## src/design/mtep_pkg.sv

```systemverilog
// ----------------------------------------------------------------------------
// mtep_pkg: shared types and constants of the MIDI track event parser
// Parse phases, result kinds, error codes, stream widths and the result word.
// ----------------------------------------------------------------------------
package mtep_pkg;

    localparam int HEADER_BYTES_DEF = 8;

    localparam int IN_TDATA_W  = 8;
    localparam int IN_TUSER_W  = 1;
    localparam int OUT_TDATA_W = 80;
    localparam int OUT_TUSER_W = 3;

    localparam int DELTA_W     = 28;
    localparam int HCOUNT_W    = 4;
    localparam int DLEN_W      = 2;

    localparam int QUEUE_DEPTH = 4;
    localparam int QPTR_W      = 2;
    localparam int QCOUNT_W    = 3;

    typedef enum logic [2:0] {
        PH_HEADER = 3'd0,
        PH_DELTA  = 3'd1,
        PH_STATUS = 3'd2,
        PH_DATA1  = 3'd3,
        PH_DATA2  = 3'd4,
        PH_MTYPE  = 3'd5,
        PH_MLEN   = 3'd6,
        PH_BODY   = 3'd7
    } phase_t;

    localparam logic [2:0] KIND_EVENT = 3'd0;
    localparam logic [2:0] KIND_MHEAD = 3'd1;
    localparam logic [2:0] KIND_MBODY = 3'd2;
    localparam logic [2:0] KIND_OK    = 3'd3;
    localparam logic [2:0] KIND_ERROR = 3'd4;

    localparam logic [1:0] ERR_DELTA_LONG = 2'd0;
    localparam logic [1:0] ERR_BAD_STATUS = 2'd1;
    localparam logic [1:0] ERR_TRUNCATED  = 2'd2;
    localparam logic [1:0] ERR_NO_END     = 2'd3;

    localparam logic [7:0] STATUS_META  = 8'hFF;
    localparam logic [7:0] SYSTEM_FIRST = 8'hF0;
    localparam logic [7:0] META_END     = 8'h2F;
    localparam logic [3:0] TYPE_PITCH   = 4'hE;
    localparam logic [3:0] TYPE_NOTEOFF = 4'h8;
    localparam logic [3:0] TYPE_CTRL    = 4'hB;
    localparam logic [DLEN_W-1:0] DLEN_MAX = 2'd3;

    typedef struct packed {
        logic [2:0]         kind;
        logic [DELTA_W-1:0] delta_ticks;
        logic [7:0]         status_byte;
        logic [7:0]         first_data;
        logic [7:0]         second_data;
        logic               running_used;
        logic [7:0]         meta_kind;
        logic [7:0]         meta_length;
        logic [7:0]         body_byte;
        logic [1:0]         error_code;
        logic               last_of_run;
    } result_t;

    function automatic logic two_data(input logic [7:0] st);
        logic [3:0] t;
        t = st[7:4];
        return ((t >= TYPE_NOTEOFF) && (t <= TYPE_CTRL)) || (t == TYPE_PITCH);
    endfunction

endpackage

```

## src/design/midi_track_event_parser.sv

```systemverilog
// ----------------------------------------------------------------------------
// midi_track_event_parser: byte-wise MIDI track chunk event parser
// Skips the chunk header, decodes delta times, running status, channel,
// system and meta events, and reports track end or errors.
// ----------------------------------------------------------------------------
// Channel  Dir  tdata                                   tuser       tlast
// s_axis   in   data_byte                               first_byte  final_byte
// m_axis   out  delta_ticks..error_code (80 bits)       kind        last_of_run
//
// One byte is taken per cycle while s_axis_tready is high, decoded in that cycle;
// its zero, one or two result words go into a four-word output queue.
// s_axis_tready is high while the queue has room for two words, so a stream
// with one result per byte runs at one byte per clock even under light stalls.
// rst_n clears all parser state and empties the queue asynchronously.
// ----------------------------------------------------------------------------
module midi_track_event_parser #(
    parameter int HEADER_BYTES = mtep_pkg::HEADER_BYTES_DEF
) (
    input  logic                             clk,
    input  logic                             rst_n,
    input  logic                             s_axis_tvalid,
    output logic                             s_axis_tready,
    // [7:0] data_byte
    input  logic [mtep_pkg::IN_TDATA_W-1:0]  s_axis_tdata,
    // [0] first_byte
    input  logic [mtep_pkg::IN_TUSER_W-1:0]  s_axis_tuser,
    input  logic                             s_axis_tlast,
    output logic                             m_axis_tvalid,
    input  logic                             m_axis_tready,
    // [27:0] delta_ticks, [35:28] status_byte, [43:36] first_data,
    // [51:44] second_data, [52] running_used, [60:53] meta_kind,
    // [68:61] meta_length, [76:69] body_byte, [78:77] error_code, [79] zero
    output logic [mtep_pkg::OUT_TDATA_W-1:0] m_axis_tdata,
    // [2:0] kind
    output logic [mtep_pkg::OUT_TUSER_W-1:0] m_axis_tuser,
    output logic                             m_axis_tlast
);

    import mtep_pkg::*;

    localparam phase_t PH_INIT = (HEADER_BYTES == 0) ? PH_DELTA : PH_HEADER;
    localparam logic [HCOUNT_W:0] HDR_N = (HCOUNT_W + 1)'(HEADER_BYTES);

    logic [7:0] data_byte;
    logic       accept;
    logic       pop;

    phase_t              phase_reg, phase_next, eff_phase, t_phase;
    logic [HCOUNT_W-1:0] hcount_reg, hcount_next, eff_hcount, t_hcount, hcount_inc;
    logic [DELTA_W-1:0]  dacc_reg, dacc_next, eff_dacc, t_dacc, dacc_base;
    logic [DLEN_W-1:0]   dlen_reg, dlen_next, eff_dlen, t_dlen;
    logic [7:0]          prev_reg, prev_next, eff_prev, t_prev;
    logic [7:0]          cur_reg, cur_next, eff_cur, t_cur;
    logic [7:0]          left_reg, left_next, eff_left, t_left;
    logic [7:0]          held_reg, held_next, eff_held, t_held;
    logic [7:0]          mkind_reg, mkind_next, eff_mkind, t_mkind;
    logic                run_reg, run_next, eff_run, t_run;
    logic                end_reg, end_next, eff_end, t_end;
    logic                err_reg, err_next, eff_err, t_err;

    result_t             take_res, fin_res, res0, res1;
    logic                take_emit, fin_emit;
    logic [1:0]          res_cnt;

    result_t             queue_reg [QUEUE_DEPTH];
    logic [QPTR_W-1:0]   wr_ptr_reg, wr_ptr_next, rd_ptr_reg, rd_ptr_next;
    logic [QCOUNT_W-1:0] count_reg, count_next;
    result_t             head;

    assign data_byte     = s_axis_tdata;
    assign s_axis_tready = (count_reg <= QCOUNT_W'(QUEUE_DEPTH - 2));
    assign accept        = s_axis_tvalid & s_axis_tready;
    assign m_axis_tvalid = (count_reg != '0);
    assign pop           = m_axis_tvalid & m_axis_tready;

    // state as seen by this word, after an optional track restart
    always_comb
    begin
        if (s_axis_tuser[0])
        begin
            eff_phase  = PH_INIT;
            eff_hcount = '0;
            eff_dacc   = '0;
            eff_dlen   = '0;
            eff_prev   = '0;
            eff_cur    = '0;
            eff_left   = '0;
            eff_held   = '0;
            eff_mkind  = '0;
            eff_run    = 1'b0;
            eff_end    = 1'b0;
            eff_err    = 1'b0;
        end
        else
        begin
            eff_phase  = phase_reg;
            eff_hcount = hcount_reg;
            eff_dacc   = dacc_reg;
            eff_dlen   = dlen_reg;
            eff_prev   = prev_reg;
            eff_cur    = cur_reg;
            eff_left   = left_reg;
            eff_held   = held_reg;
            eff_mkind  = mkind_reg;
            eff_run    = run_reg;
            eff_end    = end_reg;
            eff_err    = err_reg;
        end
    end

    assign hcount_inc = eff_hcount + HCOUNT_W'(1);
    assign dacc_base  = (eff_dlen == '0) ? '0 : eff_dacc;

    // next state
    always_comb
    begin
        t_phase  = eff_phase;
        t_hcount = eff_hcount;
        t_dacc   = eff_dacc;
        t_dlen   = eff_dlen;
        t_prev   = eff_prev;
        t_cur    = eff_cur;
        t_left   = eff_left;
        t_held   = eff_held;
        t_mkind  = eff_mkind;
        t_run    = eff_run;
        t_end    = eff_end;
        t_err    = eff_err;
        if (!eff_err)
        begin
            case (eff_phase)
                PH_HEADER:
                begin
                    t_hcount = hcount_inc;
                    if ({1'b0, hcount_inc} >= HDR_N)
                    begin
                        t_hcount = '0;
                        t_phase  = PH_DELTA;
                    end
                end
                PH_DELTA:
                begin
                    t_dacc = {dacc_base[DELTA_W-8:0], data_byte[6:0]};
                    if (data_byte[7])
                    begin
                        if (eff_dlen == DLEN_MAX)
                        begin
                            t_err = 1'b1;
                        end
                        else
                        begin
                            t_dlen = eff_dlen + DLEN_W'(1);
                        end
                    end
                    else
                    begin
                        t_dlen  = '0;
                        t_phase = PH_STATUS;
                    end
                end
                PH_STATUS:
                begin
                    if (!data_byte[7])
                    begin
                        if (eff_prev == '0)
                        begin
                            t_err = 1'b1;
                        end
                        else
                        begin
                            t_cur = eff_prev;
                            t_run = 1'b1;
                            if (two_data(eff_prev))
                            begin
                                t_held  = data_byte;
                                t_phase = PH_DATA2;
                            end
                            else
                            begin
                                t_end   = 1'b0;
                                t_phase = PH_DELTA;
                            end
                        end
                    end
                    else
                    begin
                        t_cur = data_byte;
                        t_run = 1'b0;
                        if (data_byte == STATUS_META)
                        begin
                            t_phase = PH_MTYPE;
                        end
                        else if (data_byte >= SYSTEM_FIRST)
                        begin
                            t_end   = 1'b0;
                            t_phase = PH_DELTA;
                        end
                        else
                        begin
                            t_prev  = data_byte;
                            t_phase = two_data(data_byte) ? PH_DATA1 : PH_DATA2;
                        end
                    end
                end
                PH_DATA1:
                begin
                    t_held  = data_byte;
                    t_phase = PH_DATA2;
                end
                PH_DATA2:
                begin
                    t_end   = 1'b0;
                    t_phase = PH_DELTA;
                end
                PH_MTYPE:
                begin
                    t_mkind = data_byte;
                    t_phase = PH_MLEN;
                end
                PH_MLEN:
                begin
                    t_end   = (eff_mkind == META_END);
                    t_left  = data_byte;
                    t_phase = (data_byte == '0) ? PH_DELTA : PH_BODY;
                end
                PH_BODY:
                begin
                    t_left = eff_left - 8'd1;
                    if (eff_left == 8'd1)
                    begin
                        t_phase = PH_DELTA;
                    end
                end
                default:
                begin
                    t_phase = eff_phase;
                end
            endcase
        end
    end

    // results of this word
    always_comb
    begin
        take_res  = '0;
        take_emit = 1'b0;
        if (!eff_err)
        begin
            case (eff_phase)
                PH_DELTA:
                begin
                    if (data_byte[7] && (eff_dlen == DLEN_MAX))
                    begin
                        take_emit           = 1'b1;
                        take_res.kind       = KIND_ERROR;
                        take_res.error_code = ERR_DELTA_LONG;
                    end
                end
                PH_STATUS:
                begin
                    if (!data_byte[7])
                    begin
                        if (eff_prev == '0)
                        begin
                            take_emit           = 1'b1;
                            take_res.kind       = KIND_ERROR;
                            take_res.error_code = ERR_BAD_STATUS;
                        end
                        else if (!two_data(eff_prev))
                        begin
                            take_emit             = 1'b1;
                            take_res.kind         = KIND_EVENT;
                            take_res.delta_ticks  = eff_dacc;
                            take_res.status_byte  = eff_prev;
                            take_res.first_data   = data_byte;
                            take_res.running_used = 1'b1;
                        end
                    end
                    else if ((data_byte != STATUS_META) && (data_byte >= SYSTEM_FIRST))
                    begin
                        take_emit            = 1'b1;
                        take_res.kind        = KIND_EVENT;
                        take_res.delta_ticks = eff_dacc;
                        take_res.status_byte = data_byte;
                    end
                end
                PH_DATA2:
                begin
                    take_emit             = 1'b1;
                    take_res.kind         = KIND_EVENT;
                    take_res.delta_ticks  = eff_dacc;
                    take_res.status_byte  = eff_cur;
                    take_res.running_used = eff_run;
                    if (two_data(eff_cur))
                    begin
                        take_res.first_data  = eff_held;
                        take_res.second_data = data_byte;
                    end
                    else
                    begin
                        take_res.first_data = data_byte;
                    end
                end
                PH_MLEN:
                begin
                    take_emit            = 1'b1;
                    take_res.kind        = KIND_MHEAD;
                    take_res.delta_ticks = eff_dacc;
                    take_res.status_byte = STATUS_META;
                    take_res.meta_kind   = eff_mkind;
                    take_res.meta_length = data_byte;
                end
                PH_BODY:
                begin
                    take_emit            = 1'b1;
                    take_res.kind        = KIND_MBODY;
                    take_res.delta_ticks = eff_dacc;
                    take_res.status_byte = STATUS_META;
                    take_res.meta_kind   = eff_mkind;
                    take_res.body_byte   = data_byte;
                end
                default:
                begin
                    take_emit = 1'b0;
                end
            endcase
        end

        fin_res  = '0;
        fin_emit = s_axis_tlast && !t_err;
        if (t_phase == PH_HEADER)
        begin
            fin_res.kind       = KIND_ERROR;
            fin_res.error_code = ERR_NO_END;
        end
        else if ((t_phase != PH_DELTA) || (t_dlen != '0))
        begin
            fin_res.kind       = KIND_ERROR;
            fin_res.error_code = ERR_TRUNCATED;
        end
        else if (t_end)
        begin
            fin_res.kind = KIND_OK;
        end
        else
        begin
            fin_res.kind       = KIND_ERROR;
            fin_res.error_code = ERR_NO_END;
        end

        res0    = take_emit ? take_res : fin_res;
        res1    = fin_res;
        res_cnt = {1'b0, take_emit} + {1'b0, fin_emit};
        res0.last_of_run = (res_cnt == 2'd1);
        res1.last_of_run = 1'b1;
    end

    // clear everything after the final word of a track
    always_comb
    begin
        if (s_axis_tlast)
        begin
            phase_next  = PH_INIT;
            hcount_next = '0;
            dacc_next   = '0;
            dlen_next   = '0;
            prev_next   = '0;
            cur_next    = '0;
            left_next   = '0;
            held_next   = '0;
            mkind_next  = '0;
            run_next    = 1'b0;
            end_next    = 1'b0;
            err_next    = 1'b0;
        end
        else
        begin
            phase_next  = t_phase;
            hcount_next = t_hcount;
            dacc_next   = t_dacc;
            dlen_next   = t_dlen;
            prev_next   = t_prev;
            cur_next    = t_cur;
            left_next   = t_left;
            held_next   = t_held;
            mkind_next  = t_mkind;
            run_next    = t_run;
            end_next    = t_end;
            err_next    = t_err;
        end
    end

    always_ff @(posedge clk or negedge rst_n)
    begin
        if (!rst_n)
        begin
            phase_reg  <= PH_INIT;
            hcount_reg <= '0;
            dacc_reg   <= '0;
            dlen_reg   <= '0;
            prev_reg   <= '0;
            cur_reg    <= '0;
            left_reg   <= '0;
            held_reg   <= '0;
            mkind_reg  <= '0;
            run_reg    <= 1'b0;
            end_reg    <= 1'b0;
            err_reg    <= 1'b0;
        end
        else if (accept)
        begin
            phase_reg  <= phase_next;
            hcount_reg <= hcount_next;
            dacc_reg   <= dacc_next;
            dlen_reg   <= dlen_next;
            prev_reg   <= prev_next;
            cur_reg    <= cur_next;
            left_reg   <= left_next;
            held_reg   <= held_next;
            mkind_reg  <= mkind_next;
            run_reg    <= run_next;
            end_reg    <= end_next;
            err_reg    <= err_next;
        end
    end

    // output queue
    always_comb
    begin
        wr_ptr_next = wr_ptr_reg;
        rd_ptr_next = rd_ptr_reg;
        count_next  = count_reg;
        if (accept)
        begin
            wr_ptr_next = wr_ptr_reg + QPTR_W'(res_cnt);
            count_next  = count_next + QCOUNT_W'(res_cnt);
        end
        if (pop)
        begin
            rd_ptr_next = rd_ptr_reg + QPTR_W'(1);
            count_next  = count_next - QCOUNT_W'(1);
        end
    end

    always_ff @(posedge clk or negedge rst_n)
    begin
        if (!rst_n)
        begin
            wr_ptr_reg <= '0;
            rd_ptr_reg <= '0;
            count_reg  <= '0;
        end
        else
        begin
            wr_ptr_reg <= wr_ptr_next;
            rd_ptr_reg <= rd_ptr_next;
            count_reg  <= count_next;
        end
    end

    always_ff @(posedge clk)
    begin
        if (accept && (res_cnt != 2'd0))
        begin
            queue_reg[wr_ptr_reg] <= res0;
        end
        if (accept && (res_cnt == 2'd2))
        begin
            queue_reg[wr_ptr_reg + QPTR_W'(1)] <= res1;
        end
    end

    assign head = queue_reg[rd_ptr_reg];

    assign m_axis_tdata = {1'b0, head.error_code, head.body_byte, head.meta_length,
                           head.meta_kind, head.running_used, head.second_data,
                           head.first_data, head.status_byte, head.delta_ticks};
    assign m_axis_tuser = head.kind;
    assign m_axis_tlast = head.last_of_run;

endmodule

```

## config.mk

```make
export PLATFORM = sky130hd
export DESIGN_NAME = midi_track_event_parser
export DESIGN_NICKNAME = d
export VERILOG_FILES = /design/src/design/mtep_pkg.sv /design/src/design/midi_track_event_parser.sv
export SDC_FILE = /design/constraint.sdc
export NUM_CORES = 1
export LEC_CHECK = 0
export BUFFER_PORTS_ARGS = -buffer_cell sky130_fd_sc_hd__buf_4
export CORE_UTILIZATION = 60
export DETAILED_ROUTE_END_ITERATION = 8
export PLACE_DENSITY_LB_ADDON = 0.15
export SLEW_MARGIN = 20
export SYNTH_ARGS = -nofsm -noshare
export SYNTH_HDL_FRONTEND = slang
export SYNTH_SLANG_ARGS = --single-unit
export TNS_END_PERCENT = 5
```

## constraint.sdc

```tcl
create_clock -name clk -period 3.8 [get_ports clk]
set_input_delay 0.57 -clock clk [delete_from_list [all_inputs] [get_ports clk]]
set_output_delay 0.57 -clock clk [all_outputs]
set_load 0.02 [all_outputs]
```

==> results.txt, run 1 <==
Clock power frac: 0.392
Main synth FF type: dfxtp_1
I/O Buffers: 98
Syn Std Cell Area: 0.0175 mm²
H-Tree Depth: 2
Post-synthesis sequential area ratio: 0.516
Post-route DRC: 0
Die W: 173 µm
Vias per cell: 6.58
Hold Fails Final Rpt: 0
Worst Path Required: 4220 ps
Status: completed
Total negative slack: 0 ps
Flop and latch count out of synthesis: 419
Crit-path max FO: 9
Final ANT Viol Nets: 0
# Post-CTS Setup Buffers: 0
First-pass GRT wire length: 77.3 mm
Max Fclk: 295 MHz
TritonCTS Buffers: 43
Clock transition at path regs: 60 ps
Detailed Routing Iterations Pass 1: 5
Total track usage: 0.325
RD Place Congestion: 0.898
Number of global-route vias before repair: 14037
Unrepaired setup endpoints after global routing: false
Initial Util: 0.609
Relative slew margins: 0.221
Most instantiated cells after synthesis: dfxtp_1 (312), nand2_1 (250), a22o_1 (211), o21ai_0 (206), clkbuf_1 (94)
1st-iter DRT viols: 1299
Max Slew Vio Count: 0
Post-route minimum period: 3390 ps
Sw Ratio: 0.280
Share of layout cells above drive strength 1: 0.193
Initial antenna violation count: 0
Clk root buf: clkbuf_16
Clock skew: 21.7 ps
Final critical-path setup slack: 406 ps
Power Total: 10.7 mW
Worst Setup Start Kind: register
Worst Hold Class: in2async
Cells after Synth: 1626
Number of I/O pins: 100
Nets: 1724
CP Launch Point: phase_reg[2]$_DFFE_PN0P_
Synth warn: 0
Vias: 13951
Crit path to: count_reg[2]$_DFF_PN0_
Mean Syn Cell Area: 10.8 µm²
Internal power: 7.67 mW
Power Dens Cells: 529 mW/mm²
DIE HEIGHT: 173 µm
Multi-input combinational cell area: 0.00793 mm²
Pre-CTS WS: 240 ps
Max rail drop VDD: 0.000336 V
# clock sinks: 419
Max reg flops: 332
Comb pwr share: 0.158
Synth area leader: dfxtp_1
Final WL: 48.1 mm
Worst slew pin tran: 1160 ps
R2r setup slk: 410 ps
Reg2reg path depth: 13
Top-count cell post-synth: dfxtp_1
Clock Tree Buf Depth: 3
Ys async rst share: 0.208
Fill cells: 2136
TritonCTS clock tree: done
Setup crit end kind: register
Synth area leaders: dfxtp_1 (36%), dfrtp_1 (12%), mux4_2 (11%)
Row cnt: 62
Setup violators final: 0
Detail Placement HPWL: 30.5 mm
Syn Nets: 1650
Clock Latency Late Sink: 540 ps
Share of total power in sequential cells: 0.450
Syn-to-layout area delta: 15.3%
Register area: 0.00903 mm²
EDFF count, synth: 20
Crit path arrival time: 3810 ps
Reg-to-Reg End: count_reg[2]$_DFF_PN0_
Switching power: 2.99 mW
Top-area cell type share of the netlist area: 0.357
Largest net degree at the start of global routing: 65
Resized cells post-CTS: 0
Core outline area: 0.0287 mm²
GRT Residual Overflow: 0
Post-route clock period utilization: 0.893
Worst reg2reg startpoint: phase_reg[2]$_DFFE_PN0P_
Synth unique cells: 78
Crit Path Category: reg2reg
Leak: 7.79 nW
WL per Instance: 22.7 µm
MaxCap Viol Count: 0
Hold-fix buffers at CTS: 0
DIE AREA: 0.0298 mm²
==> how the worst min path moves through the flow <==
stage,end,slack [ps]
after floorplan,count_reg[0]$_DFF_PN0_,270
after global placement,queue_reg[0][12]$_SDFFE_PP0N_,430
after detailed placement,queue_reg[1][7]$_SDFFE_PP0N_,440
after CTS,cur_reg[2]$_DFFE_PN0P_,190
after global routing,cur_reg[2]$_DFFE_PN0P_,200
final,cur_reg[2]$_DFFE_PN0P_,140
==> critical path, cell delays in order, from the launching register on <==
cell and delay [ps]:
dfrtp_1 480, nor3b_1 310, nand4_1 190, o41a_1 220, and3_1 240, ha_1 450, ha_1 200, inv_1 50
fa_1 490, nor2_1 50, a21oi_1 180, ha_1 180, nand2_1 60, xor2_1 170
==> per-stage QoR <==
| stage | util | cells | instance area [µm²] | hold slack (ps) |
|---|---|---|---|---|
| after CTS | 0.702 | 2119 | 20200 | 188 |
| after global routing | 0.703 | 2119 | 20200 | 202 |
| after floorplan | - | 1626 | 17500 | 274 |
| final | 0.703 | 2120 | 20200 | 137 |
| after global placement | 0.653 | 2039 | 18800 | 429 |
| after detailed placement | 0.653 | 2039 | 18800 | 437 |
==> layer usage <==
layer / global-route usage / vias to the layer above / routed length, µm
met5: 0 / - / 0
met4: 0.110 / 0 / 1340
met3: 0.0449 / 111 / 3540
met2: 0.541 / 644 / 23800
met1: 0.439 / 6962 / 19500
li1: - / 6234 / -
==> cell usage in the layout, fill, tap and decap left out, drive strengths merged, types with 6 or more instances in the layout <==
cell type	netlist	layout
buf	34	157
a22oi	36	36
dfrtp	87	87
a2bb2oi	6	6
nand3	12	12
a21oi	33	33
nor2	37	37
clkinv	0	8
nor3	21	21
a21o	9	9
dfxtp	312	312
inv	20	22
mux4	83	83
a22o	211	211
o22ai	16	16
nand2	250	250
nor2b	13	13
nand2b	7	7
clkbuf	94	69
edfxtp	20	20
ha	9	9
and2	12	12
nor4	7	7
o21ai	207	207
==> power by group through the flow <==
stage	combinational, mW	sequential, mW	clock, mW
detailed placement	1.68	4.89	0
finish	1.68	4.80	4.18
global placement	1.67	4.89	0
global route	1.80	4.82	4.41
CTS	1.69	4.80	4.21
floorplan	1.31	4.66	0
==> final cells by class <==
cell class,instances,area share
diodes,1,0.000124
well taps,384,0.0238
multi-input cells,1059,0.393
clock buffers,69,0.0653
repair buffers,157,0.0615
flip-flops and latches,419,0.448
clock inverters,11,0.00465
inverters,20,0.00372
==> logic make-up (layout without fill, tap and decap cells) <==
logic type,after synthesis,after routing,share of synthesized area
DFF,419,419,0.516
adders and majority gates,10,10,0.00758
and+or+nand+nor,387,387,0.101
other,1,2,0.000214
AOI/OAI and AO/OA,568,568,0.228
buffers and inverters,148,257,0.0344
xor gates and xnor gates,7,7,0.00350
muxes,86,86,0.109
(Power assumes the default switching activity.)
==> run 2: changes to the inputs <==
- clock period: 3.8 -> 3.83 ns (I/O delays scaled with it)
==> results.txt, run 2 (same netlist as run 1, synthesis figures left out) <==
Worst Hold Class: in2async
RD Place Congestion: 0.962 (+7.1%)
Detailed Routing Iterations Pass 1: 7 (+2)
Post-route clock period utilization: 0.873 (-0.0203)
Setup violators final: 0 (unchanged)
Initial antenna violation count: 1 (+1)
# clock sinks: 419 (unchanged)
Max rail drop VDD: 0.000286 V (-15%)
Vias: 14043 (+0.66%)
Total negative slack: 0 ps (unchanged)
Sum of buffers and inverters on the critical path: 1 (unchanged)
Syn-to-layout area delta: 15.8%
Nets: 1726 (+0.12%)
Relative slew margins: 0.320 (+0.0989)
Worst Path Required: 4240 ps (+20 ps)
H-Tree Depth: 2 (unchanged)
Die W: 173 µm (unchanged)
Failing checks: hold timing
Clk root buf: clkbuf_16
Most frequent cells in the layout: dfxtp_1 (312), nand2_1 (246), a22o_1 (211)
Setup crit end kind: register
DIE HEIGHT: 173 µm (unchanged)
Worst Setup Start Kind: register
Power Dens Cells: 528 mW/mm² (about the same)
Clock Tree Buf Depth: 3 (unchanged)
Crit path arrival time: 3750 ps (-60 ps)
Initial Util: 0.609 (unchanged)
Clock skew: 20.7 ps (-0.944 ps)
Number of I/O pins: 100 (unchanged)
Fill cells: 2091 (-2.1%)
Hold Fails Final Rpt: 2 (+2)
Total track usage: 0.318 (-0.00707)
Max Slew Vio Count: 0 (unchanged)
I/O Buffers: 98 (unchanged)
Crit-path max FO: 6 (-3)
Resized cells post-CTS: 0 (unchanged)
Worst slew pin tran: 1010 ps (-153 ps)
Detail Placement HPWL: 30.0 mm (-1.6%)
DIE AREA: 0.0298 mm² (unchanged)
CP most frequent cell: ha_1
1st-iter DRT viols: 1310 (+0.85%)
R2r setup slk: 490 ps (+80 ps)
Post-route DRC: 0 (unchanged)
Share of layout cells above drive strength 1: 0.198 (+0.00507)
TritonCTS clock tree: done
TritonCTS Buffers: 44 (+2.3%)
Clock transition at path regs: 60 ps (about the same)
Core outline area: 0.0287 mm² (unchanged)
Max Fclk: 299 MHz (+1.5%)
Placed inst area: 0.0187 mm² (about the same)
Leak: 7.83 nW (+0.52%)
Clock Latency Late Sink: 540 ps (about the same)
Comb pwr share: 0.152 (-0.006)
Ant diodes: 0 (-1)
Largest net degree at the start of global routing: 53 (-18%)
Post-route cell area: 0.0203 mm² (+0.43%)
Hold-fix buffers at CTS: 0 (unchanged)
Crit Path Category: reg2reg
Post-route minimum period: 3340 ps (-50.8 ps)
Crit path cell chain: nor4_4, nand4_1, o41a_1, and3_1, ha_1, ha_1, inv_1, fa_1, nor2_1, a21oi_1, ha_1, nand2_1, xor2_1
Vias per cell: 6.62 (+0.66%)
WHS: -1.49 ps (-139 ps)
Non-Filler Instances: 2120 (unchanged)
First-pass GRT wire length: 75.9 mm (-1.8%)
Placed cell count: 2040 (+0.049%)
Slowest stage delay, CP: 490 ps (about the same)
Most common cell after layout, fill and taps aside: dfxtp_1
Max reg flops: 332 (unchanged)
Final WL: 47.5 mm (-1.4%)
Internal power: 7.75 mW (+1.0%)
MaxCap Viol Count: 0 (unchanged)
Final ANT Viol Nets: 0 (unchanged)
Number of global-route vias before repair: 13773 (-1.9%)
Switching power: 2.95 mW (-1.3%)
Sw Ratio: 0.276 (-0.00458)
Slowest stage cell, crit path: fa_1
Status: complete, but fails checks
Share of total power in sequential cells: 0.447 (-0.003)
Clock power frac: 0.401 (+0.009)
Delay-heaviest family, CP: adder cells
Unrepaired setup endpoints after global routing: false
GRT Residual Overflow: 0 (unchanged)
Row cnt: 62 (unchanged)
# Post-CTS Setup Buffers: 0 (unchanged)
WL per Instance: 22.4 µm (-1.4%)
-- run 2: cell count changes in the layout (fill, tap and decap cells not counted), sizes merged --
cell   previous run  this run
diode             1         0
buf             157       158
-- run 2: power by group through the flow --
stage / combinational (mW) / clock [mW] / sequential, mW
after floorplan: 1.30 / 0 / 4.62
after global placement: 1.61 / 0 / 4.87
after CTS: 1.62 / 4.35 / 4.79
after global routing: 1.72 / 4.52 / 4.81
final: 1.62 / 4.30 / 4.78
after detailed placement: 1.62 / 0 / 4.88
-- run 2: layer usage --
layer,GRT usage,part of all wire
met1,0.433,0.42
met2,0.529,0.49
met3,0.0411,0.072
met4,0.106,0.025
met5,0,0.00027
-- run 2: worst paths after layout --
kind,depth (start not counted),end,from
hold reg to reg,2,queue_reg[3][34]$_SDFFE_PP0P_,queue_reg[3][34]$_SDFFE_PP0P_
min in group clk,2,queue_reg[3][34]$_SDFFE_PP0P_,queue_reg[3][34]$_SDFFE_PP0P_
hold / removal,1,cur_reg[2]$_DFFE_PN0P_,rst_n
setup reg to reg,13,count_reg[2]$_DFF_PN0_,prev_reg[0]$_DFFE_PN0P_
max in group asynchronous,2,dacc_reg[19]$_DFFE_PN0P_,rst_n
setup / recovery,13,count_reg[2]$_DFF_PN0_,prev_reg[0]$_DFFE_PN0P_
-- run 2: per-stage QoR --
step / worst slack (ps) / total power [mW] / utilization
floorplan: 411 / 5.92 / -
global placement: 392 / 6.48 / 0.653
detailed placement: 315 / 6.50 / 0.653
CTS: 495 / 10.8 / 0.705
global route: 270 / 11.1 / 0.706
finish: 487 / 10.7 / 0.706
-- run 2: layout make-up --
class	instances	area (µm²)	share of cell area
clock buffer	69	1390	0.0687
clock inverter	11	103	0.00507
inverter	20	75.1	0.00371
multi-input combinational	1059	7940	0.392
sequential	419	9030	0.446
tap	384	480	0.0237
timing repair buffer	158	1240	0.0610
